**src/hw/rtl/sdsad_pkg.sv**
```systemverilog
// ----------------------------------------------------------------------------
// sdsad_pkg
// shared types and constants for the stereo sad disparity block
// ----------------------------------------------------------------------------
package sdsad_pkg;

    localparam int POS_W  = 10;
    localparam int RING_W = 5;
    localparam int DISP_W = 8;
    localparam int HALF_W = 5;

    localparam logic CFG_SEARCH_RANGE = 1'b0;
    localparam logic CFG_HALF_BLOCK   = 1'b1;

    localparam logic [6:0] SEARCH_RANGE_RESET = 7'd32;
    localparam logic [3:0] HALF_BLOCK_RESET   = 4'd4;

    typedef struct packed {
        logic [7:0]        left_pixel;
        logic [7:0]        right_pixel;
        logic [POS_W-1:0]  wr_col;
        logic [RING_W-1:0] wr_ring;
        logic [POS_W-1:0]  col_base;
        logic [RING_W-1:0] ring_start;
        logic [7:0]        res_row;
        logic [DISP_W-1:0] disp;
        logic [HALF_W-1:0] half;
        logic              produce;
        logic              last;
    } job_t;

endpackage

```
**src/hw/rtl/sdsad_queue.sv**
```systemverilog
// ----------------------------------------------------------------------------
// sdsad_queue
// two-entry queue of classified items between front and back
// ----------------------------------------------------------------------------
module sdsad_queue (
    input  logic            clk,
    input  logic            rst_n,
    input  logic            push,
    input  sdsad_pkg::job_t push_job,
    output logic            full,
    input  logic            pop,
    output logic            empty,
    output sdsad_pkg::job_t pop_job
);

    sdsad_pkg::job_t entry_reg [2];
    logic            wr_ptr_reg, rd_ptr_reg;
    logic [1:0]      count_reg;

    assign full    = (count_reg == 2'd2);
    assign empty   = (count_reg == 2'd0);
    assign pop_job = entry_reg[rd_ptr_reg];

    always_ff @(posedge clk)
    begin
        if (push)
            entry_reg[wr_ptr_reg] <= push_job;
    end

    always_ff @(posedge clk or negedge rst_n)
    begin
        if (!rst_n)
        begin
            wr_ptr_reg <= 1'b0;
            rd_ptr_reg <= 1'b0;
            count_reg  <= 2'd0;
        end
        else
        begin
            if (push)
                wr_ptr_reg <= ~wr_ptr_reg;
            if (pop)
                rd_ptr_reg <= ~rd_ptr_reg;
            if (push && !pop)
                count_reg <= count_reg + 2'd1;
            else if (pop && !push)
                count_reg <= count_reg - 2'd1;
        end
    end

endmodule

```
**config.mk**
```make
export PLATFORM = sky130hd
export DESIGN_NAME = sdsad_queue
export DESIGN_NICKNAME = d
export VERILOG_FILES = /design/src/hw/rtl/sdsad_pkg.sv /design/src/hw/rtl/sdsad_queue.sv
export SDC_FILE = /design/constraint.sdc
export NUM_CORES = 1
export LEC_CHECK = 0
export BUFFER_PORTS_ARGS = -buffer_cell sky130_fd_sc_hd__buf_2
export CAP_MARGIN = 20
export CORE_MARGIN = 5
export CORE_UTILIZATION = 47
export DETAILED_ROUTE_END_ITERATION = 10
export GPL_ROUTABILITY_DRIVEN = 0
export MAX_ROUTING_LAYER = met4
export PLACE_DENSITY = 0.75
export SYNTH_ARGS = -nofsm -noshare
export SYNTH_HDL_FRONTEND = slang
export SYNTH_SLANG_ARGS = --single-unit
```
**constraint.sdc**
```tcl
create_clock -name clk -period 4.02 [get_ports clk]
set_input_delay 1.206 -clock clk [delete_from_list [all_inputs] [get_ports clk]]
set_output_delay 1.206 -clock clk [all_outputs]
set_load 0.02 [all_outputs]
```
==> results.md <==
* R2r setup slk at around 2.4 ns
* Post-Syn Area at 5520 sq um
* Busiest grt layer: met2
* Sequential share of the synthesized area at around three quarters
* PD cells at 755 nW/um^2
* Yosys warns at 0
* # resized after CTS at 0
* Layout Cells excl Fill at between 500 and 600
* Die Height at 118 um
* CTS Buffer Depth at 2
* Max reg flops at 138
* Number of fill cells at 848
* H-Tree Depth at 4
* Mapped Nets at 305
* Root buf cell: clkbuf_16
* CP required at roughly 2.8 ns
* Status: finished, final reports clean
* Worst-Skew Late Latency at around 0.41 ns
* Initial Utilization at between 40% and 50%
* Met3 GRT Util at under 10%
* Cell variety after synth at 12
* Worst setup SP type: flip-flop
* Vias per inst at 4.87
* Congestion Overflow GR at 0
* Met2 GRT Util at 23.2%
* First-pass GRT wire length at about 15000 um
* Critical path fanouts, max at 29
* Drc violations at 0
* Total Wirelength at 9440 um
* Dpl cells at approximately 500
* Critical Path Source: rd_ptr_reg
* Commonest non-fill, non-tap cell in the layout: buf_2
* Highest clock rate at roughly 0.30 GHz
* Final Setup Violations at 0
* Reg2reg start: wr_ptr_reg
* WS Path Type: reg -> out
* Full die area at ~14000 sq um
* Slew HR at 35.9%
* RR Endpoint: entry_reg[1][18]
* Synth area leaders: edfxtp_1 75%, mux2_4 19%, buf_12 2.5%
* Post-CTS Hold Fix Bufs at 0
* CTS tree: done
* Worst Hold Class: reg -> reg
* Num CTS Buffers at 17
* Met1 Usage GRT at 15.7%
* Die width at approximately 120 um
* Min Tclk post-route at 3.29 ns
* Pins over their slew limit at 0
* Initial antenna violation count at 1
* Hpwl dp at 6310 um
* IO Port Bufs at about 140
* Synth Instances at 231
* Largest net degree at the start of global routing at 70
* Clk sinks at 142
* Drt initial violations at about 160
* Top Ports at ~140
* Post-layout nets at 462
* Worst r2r path cells at 1
* CP endpoint: pop_job[14]
* Total number of vias at approximately 2700
* Core Rows at 39
* Core Area at 11500 sq um
* Leakage power figure at roughly 0.0028 uW
* Unrepaired setup endpoints after global routing: false
* Peak VDD IR at 0.474 mV
* Setup TNS at 0 ns
* Worst Tran Pin Value at between 0.9 and 1 ns
* Final worst path period share at between 80% and 90%
* ANT nets after route at 0
* Synth Register Bits at 142
* Vias in the first global route at a little under 3000
* Max-cap violations at 0
* Total track usage at about 14%
* DR pass1 iterations at 4
* Crit end category: primary output
* Worst Skew at 0.00385 ns
* Final hold vios at 0
* Detailed-route wire length per cell at 17.3 um
* CTS clk-pin slew, worst paths at around 0.050 ns
* Arrival @ worst endpoint at around 2.1 ns
* Area grow syn2layout at 24.2%
* Post-synth top area share at between 70% and 80%
* Postcts setup bufs at 0
* Share of layout cells above drive strength 1 at between 60% and 70%
* Most frequent cells in the layout: 143 x buf_2, 138 x edfxtp_1, 69 x mux2_4
* Cell accounting for the most synthesized area: edfxtp_1
* Syn Area/Cell at 23.9 sq um
cells by family (layout without fill, tap and decap cells):
family | count (synthesis) | after routing | synth area share, %
multiplexers | 69 | 69 | 18.8
XOR/XNOR | 5 | 5 | 0.794
other | 0 | 1 | 0
flip-flops | 142 | 142 | 76.9
AND/OR/NAND/NOR | 5 | 5 | 0.476
adder cells (fa/ha/maj) | 1 | 1 | 0.227
buffers and inverters | 9 | 178 | 2.81
layer usage:
metal / up-vias / part of all wire, %
met4: 0 / 2.7
met5: - / 0
met3: 22 / 7.3
met2: 102 / 51
met1: 1292 / 39
li1: 1235 / -
layout make-up:
| type | count | area, sq um | share of cell area (%) |
|---|---|---|---|
| antenna | 1 | 2.50 | 0.0365 |
| clock buffer | 17 | 425 | 6.21 |
| clock inverter | 14 | 104 | 1.52 |
| inverter | 1 | 3.75 | 0.0548 |
| multi-input combinational | 80 | 1130 | 16.5 |
| sequential | 142 | 4250 | 62.0 |
| tap | 143 | 179 | 2.61 |
| timing repair buffer | 146 | 763 | 11.1 |
critical path: stages, from the launching register on:
cell and delay (ns):
dfrtp_4 0.78, buf_4 0.38, mux2_4 0.34, buf_2 0.16
per-stage QoR:
step | instance area, sq um | setup WS, ns | hold slack [ns] | power (uW) | utilization [%]
4_1_cts | 6850 | 0.677 | 0.522 | 5250 | 59.7
6_report | 6850 | 0.726 | 0.517 | 5180 | 59.8
3_3_place_gp | 6320 | 1.15 | 0.470 | 3830 | 55.1
5_1_grt | 6850 | 0.638 | 0.555 | 5420 | 59.8
2_1_floorplan | 5520 | 0.573 | 0.456 | 3500 | -
3_5_place_dp | 6320 | 1.13 | 0.509 | 3860 | 55.1
report_power, final:
group	switching [uW]	internal, uW	leakage (uW)
combinational	887	777	0.00121
sequential	160	1970	0.00134
clock	551	831	0.000250
total	1600	3580	0.00280
worst min-delay path by stage:
stage / startpoint / slack [ns] / cells after the start / end
after floorplan: count_reg[1] / 0.46 / 1 / count_reg[1]
after global placement: count_reg[1] / 0.47 / 1 / count_reg[1]
after detailed placement: count_reg[1] / 0.51 / 1 / count_reg[1]
after CTS: count_reg[1] / 0.52 / 1 / count_reg[1]
after global routing: count_reg[1] / 0.56 / 1 / count_reg[1]
final: count_reg[1] / 0.52 / 1 / count_reg[1]
synthesized netlist by cell type:
master and instances:
buf_6 1, nor2b_1 2, edfxtp_1 138, nor2_1 2, buf_12 7, xnor2_1 1
and2_1 1, dfrtp_1 4, ha_1 1, inv_1 1, mux2_4 69, xor2_1 4
Power figures use the tool's default switching activity.
