$ cat config.mk
export PLATFORM = sky130hd
export DESIGN_NAME = sdsad_front
export DESIGN_NICKNAME = d
export VERILOG_FILES = /design/src/hw/rtl/sdsad_pkg.sv /design/src/hw/rtl/sdsad_front.sv
export SDC_FILE = /design/constraint.sdc
export NUM_CORES = 1
export LEC_CHECK = 0
export BUFFER_PORTS_ARGS = -buffer_cell sky130_fd_sc_hd__buf_2
export CAP_MARGIN = 5
export CORE_UTILIZATION = 53
export CTS_BUF_LIST = sky130_fd_sc_hd__clkbuf_4
export DETAILED_ROUTE_END_ITERATION = 6
export PLACE_DENSITY = 0.9
export SETUP_SLACK_MARGIN = 0.1
export SLEW_MARGIN = 30
export SYNTH_ARGS = -nofsm -noshare
export SYNTH_HDL_FRONTEND = slang
export SYNTH_SLANG_ARGS = --single-unit
$ cat constraint.sdc
create_clock -name clk -period 5.76 [get_ports clk]
set_input_delay 1.44 -clock clk [delete_from_list [all_inputs] [get_ports clk]]
set_output_delay 1.44 -clock clk [all_outputs]
set_load 0.005 [all_outputs]
$ cat src/hw/rtl/sdsad_pkg.sv
// ----------------------------------------------------------------------------
// sdsad_pkg
// shared types and constants for the stereo sad disparity block
// ----------------------------------------------------------------------------
package sdsad_pkg;

    localparam int POS_W  = 10;
    localparam int RING_W = 5;
    localparam int DISP_W = 8;
    localparam int HALF_W = 5;

    localparam logic CFG_SEARCH_RANGE = 1'b0;
    localparam logic CFG_HALF_BLOCK   = 1'b1;

    localparam logic [6:0] SEARCH_RANGE_RESET = 7'd32;
    localparam logic [3:0] HALF_BLOCK_RESET   = 4'd4;

    typedef struct packed {
        logic [7:0]        left_pixel;
        logic [7:0]        right_pixel;
        logic [POS_W-1:0]  wr_col;
        logic [RING_W-1:0] wr_ring;
        logic [POS_W-1:0]  col_base;
        logic [RING_W-1:0] ring_start;
        logic [7:0]        res_row;
        logic [DISP_W-1:0] disp;
        logic [HALF_W-1:0] half;
        logic              produce;
        logic              last;
    } job_t;

endpackage

$ cat src/hw/rtl/sdsad_front.sv
// ----------------------------------------------------------------------------
// sdsad_front
// accepts pixel items, tracks raster position and classifies each item
// ----------------------------------------------------------------------------
module sdsad_front #(
    parameter int IMAGE_WIDTH    = 256,
    parameter int IMAGE_HEIGHT   = 256,
    parameter int MAX_HALF_BLOCK = 8,
    parameter int SEARCH_LIMIT   = 64
) (
    input  logic              clk,
    input  logic              rst_n,
    input  logic              in_valid,
    output logic              in_stall,
    input  logic [7:0]        left_pixel,
    input  logic [7:0]        right_pixel,
    input  logic [6:0]        search_range,
    input  logic [3:0]        half_block,
    input  logic              q_full,
    output logic              q_push,
    output sdsad_pkg::job_t   q_job
);

    localparam int CW  = $clog2(IMAGE_WIDTH);
    localparam int RW  = $clog2(IMAGE_HEIGHT);
    localparam int RR  = 2 * MAX_HALF_BLOCK;
    localparam int RGW = $clog2(RR);
    localparam int TW  = $clog2(IMAGE_WIDTH + IMAGE_HEIGHT + 2*SEARCH_LIMIT
                                + 4*MAX_HALF_BLOCK + 4) + 1;

    logic [CW-1:0]  col_reg, col_next;
    logic [RW-1:0]  row_reg, row_next;
    logic [RGW-1:0] ring_reg, ring_next;
    logic [TW-1:0]  rr, cc, dd, hh, ring_t, ring_s;
    logic           due;

    always_comb
    begin
        dd = TW'(search_range);
        if (dd == TW'(0))
            dd = TW'(1);
        else if (dd > TW'(SEARCH_LIMIT))
            dd = TW'(SEARCH_LIMIT);
        hh = TW'(half_block);
        if (hh == TW'(0))
            hh = TW'(1);
        else if (hh > TW'(MAX_HALF_BLOCK))
            hh = TW'(MAX_HALF_BLOCK);
        rr     = TW'(row_reg);
        cc     = TW'(col_reg);
        ring_t = TW'(ring_reg);
        due = (rr + TW'(1) >= TW'(2) * hh) && (rr + TW'(2) <= TW'(IMAGE_HEIGHT))
            && (cc + TW'(2) >= TW'(2) * hh + dd) && (cc + TW'(3) <= TW'(IMAGE_WIDTH));
        if (ring_t + TW'(1) < TW'(2) * hh)
            ring_s = ring_t + TW'(1) + TW'(RR) - TW'(2) * hh;
        else
            ring_s = ring_t + TW'(1) - TW'(2) * hh;
    end

    assign in_stall = q_full;
    assign q_push   = in_valid && !q_full;

    always_comb
    begin
        q_job.left_pixel  = left_pixel;
        q_job.right_pixel = right_pixel;
        q_job.wr_col      = sdsad_pkg::POS_W'(col_reg);
        q_job.wr_ring     = sdsad_pkg::RING_W'(ring_reg);
        q_job.col_base    = sdsad_pkg::POS_W'(cc + TW'(2) - TW'(2) * hh - dd);
        q_job.ring_start  = sdsad_pkg::RING_W'(ring_s);
        q_job.res_row     = 8'(rr + TW'(1) - TW'(2) * hh);
        q_job.disp        = sdsad_pkg::DISP_W'(dd);
        q_job.half        = sdsad_pkg::HALF_W'(hh);
        q_job.produce     = due;
        q_job.last        = (rr + TW'(2) == TW'(IMAGE_HEIGHT))
                         && (cc + TW'(3) == TW'(IMAGE_WIDTH));
    end

    always_comb
    begin
        col_next  = col_reg;
        row_next  = row_reg;
        ring_next = ring_reg;
        if (TW'(col_reg) + TW'(1) >= TW'(IMAGE_WIDTH))
        begin
            col_next = '0;
            if (TW'(row_reg) + TW'(1) >= TW'(IMAGE_HEIGHT))
            begin
                row_next  = '0;
                ring_next = '0;
            end
            else
            begin
                row_next  = row_reg + RW'(1);
                ring_next = (TW'(ring_reg) == TW'(RR - 1)) ? '0 : ring_reg + RGW'(1);
            end
        end
        else
        begin
            col_next = col_reg + CW'(1);
        end
    end

    always_ff @(posedge clk or negedge rst_n)
    begin
        if (!rst_n)
        begin
            col_reg  <= '0;
            row_reg  <= '0;
            ring_reg <= '0;
        end
        else if (q_push)
        begin
            col_reg  <= col_next;
            row_reg  <= row_next;
            ring_reg <= ring_next;
        end
    end

endmodule

==> flow_summary.toml <==
[outcome]
status = "complete, no violations"

[timing]
worst_pin_slew_ns = 0.801
setup_tns_ns = 0
setup_viol = 0
slew_viol_final = 0
maxSlewHeadroom = 0.465
period_share = 0.959
rsz0062_at_grt = "no"
clock.fmax_ghz = 0.181
fin_worst_skew_ns = 0.00709
fin_crit_ns = 5.52
final_hold_viol_count = 0

[drt]
detail-route-antenna-nets = 0
dr.pass1.iters = 4
wl_um = 7160
route.vias.total = 2626
drt-initial-drc-count = 140
drc_errors = 0
post_drt_via_cell_ratio = 5.51
wl_per_cell_um = 15.0

[clocking]
clkLatencyLatePin_ns = 0.31
cts_root_buffer = "clkbuf_4"
cts_buffers = 3
cts.sinks = 20
htreeDepth = 1
clkTransAtPathRegs_ns = 0.13
cts_setup_buffers = 0
cts_buffer_depth = 2
ctsResizeCount = 0
cts_hold_buffers = 0
cts_tree = "yes"

[layout]
layout.nets = 493
syn2layout_area_growth_pct = 7.56
insertedDiodeCount = 0
drive_gt1_frac = 0.215
final_area_um2 = 3310

[synth]
synthTopCellsByArea = "ha_1 19%, dfrtp_1 16%, xnor2_1 6.8%, fa_1 6.5%, buf_4 6.1%"
synth_warnings = 0
ys_types = 56
synthArstFlopShare = 1.00
ys_seq_area_frac = 0.163
ys_ff_latch = 20
syn_area_um2 = 3080
synth_top_area_share = 0.187
synthCells = 364
synth-edff-count = 0
synth_ff_type = "dfrtp_1"
synth_top_area_cell = "ha_1"
syn_area_per_cell_um2 = 8.45

[global_routing]
antenna_found_initial = 0
grt_overflow = 0
grt_max_degree = 21
gr-usage-all-layers = 0.241
first_global_vias = 2572
grt_first_pass_wirelength_um = 11700

[floorplan]
pin_count = 102
die_y_um = 78.2
rows = 27
die_area_um2 = 6110
core_um2 = 5540
die_w_um = 78.2
initial_core_util = 0.555

[setup_path]
worstPathCellList = "buf_2, nor2_1, nor2_1, nor2_2, ha_2, inv_1, fa_2, inv_1, a21o_1, a21oi_1, xor2_1, ha_1, nand2_1, o21a_1, o21ai_0, a221o_1, o311a_1, buf_2"
cp.arrival_ns = 4.08
critical_path_class = "input port to output port"
critPathCaptureType = "output port"
slowest_stage = "fa_2"
cp_max_fo = 2
crit_family = "adder cells"
critPathBufInv = 4
critPathRequiredTime_ns = 4.32
cp_slowest_stage_delay_ns = 0.36
worstSetupStartpointType = "input port"

[placed_design]
placed_area_um2 = 3280
place_congestion = 0.934
hpwl_um = 5890
numPortBuffers = 64

[pwr]
peakVddDrop_v = 0.000257
p_leak_nw = 1.75
powerDensity_nw_per_um2 = 275

[worst_hold_path]
min_path_type = "register to register"

[run]
cap_violations = 0
==> worst reg2reg max path: cells and delay by family (launching register included) <==
kind	cells	cell delay [ns]
xor gates and xnor gates	1	0.15
and+or+nand+nor	3	0.78
DFF	1	0.56
adders and majority gates	1	0.32
==> where the power goes <==
| group | internal (mW) | total [mW] | switching, mW |
|---|---|---|---|
| Combinational | 0.303 | 0.641 | 0.339 |
| Clock | 0.0253 | 0.0732 | 0.0479 |
| Sequential | 0.154 | 0.195 | 0.0414 |
==> layer usage <==
layer,wire (µm),vias to the layer above,GRT usage,share of wire
met5,0,-,0,0
met4,59,0,0.0611,0.0082
met3,302,14,0.0488,0.042
met2,3650,64,0.441,0.51
met1,3140,1271,0.283,0.44
li1,-,1277,-,-
==> Yosys cell counts (3+ instances only) <==
cell	count
a21o_1	8
a21oi_1	22
a31oi_1	6
and3_1	3
buf_2	3
buf_4	25
buf_6	3
dfrtp_1	20
fa_1	10
ha_1	46
inv_1	37
nand2_1	21
nand2b_1	9
nand3_1	9
nand4_1	5
nor2_1	22
nor2b_1	7
nor3_1	4
nor4_1	3
o21ai_0	16
o31ai_1	3
xnor2_1	24
xor2_1	17
==> cell usage in the layout, fill, tap and decap left out, types with 2 or more instances in the layout <==
| cell type | n |
|---|---|
| a21o_1 | 8 |
| a21oi_1 | 22 |
| a31oi_1 | 6 |
| and3_1 | 3 |
| and3_4 | 2 |
| buf_2 | 64 |
| buf_4 | 3 |
| clkbuf_4 | 3 |
| conb_1 | 6 |
| dfrtp_1 | 20 |
| fa_1 | 9 |
| ha_1 | 45 |
| inv_1 | 37 |
| nand2_1 | 21 |
| nand2b_1 | 9 |
| nand3_1 | 9 |
| nand3_2 | 2 |
| nand3b_1 | 2 |
| nand4_1 | 5 |
| nor2_1 | 21 |
| nor2b_1 | 7 |
| nor3_1 | 4 |
| nor4_1 | 3 |
| o21ai_0 | 16 |
| o21ai_1 | 2 |
| o21bai_1 | 2 |
| o31ai_1 | 3 |
| or3_1 | 2 |
| xnor2_1 | 24 |
| xor2_1 | 17 |
==> metrics by stage <==
stage / std cells / utilization / power, mW / hold slack (ns) / worst slack [ns]
after floorplan: 368 / - / 0.635 / 0.514 / 0.410
after global placement: 473 / 0.591 / 0.807 / 0.524 / 0.414
after detailed placement: 473 / 0.591 / 0.834 / 0.540 / 0.174
after CTS: 477 / 0.596 / 0.908 / 0.569 / 0.175
after global routing: 477 / 0.597 / 0.995 / 0.598 / 0.115
final: 477 / 0.597 / 0.910 / 0.572 / 0.237
==> cells by family (layout without fill, tap and decap cells) <==
kind of cell	Yosys count	after routing	synth area share
other	2	6	0.00244
AOI/OAI and AO/OA	69	69	0.144
adders and majority gates	56	56	0.252
xor gates and xnor gates	41	41	0.117
buffers and inverters	71	108	0.126
DFF	20	20	0.163
and+or+nand+nor	103	103	0.189
muxes	2	2	0.00691
==> worst paths after layout <==
path                            depth (start not counted)          end     startpoint  slack, ns
worst min register to register                          2  ring_reg[3]    ring_reg[3]       0.57
worst max register to register                          5   row_reg[6]     col_reg[1]       3.85
worst min-delay path                                    2  ring_reg[3]    ring_reg[3]       0.57
min in group asynchronous                               1   row_reg[0]          rst_n       1.06
worst max-delay path                                   18     q_job[1]  half_block[2]       0.24
max in group asynchronous                               1   row_reg[7]          rst_n       4.37
==> layout make-up <==
| type | count | area [µm²] |
|---|---|---|
| timing repair buffer | 67 | 343 |
| multi-input combinational | 277 | 2210 |
| clock buffer | 3 | 22.5 |
| fill | 505 | 2230 |
| inverter | 37 | 139 |
| tap | 72 | 90.1 |
| sequential | 20 | 500 |
| clock inverter | 1 | 3.75 |
Power figures use the tool's default switching activity.
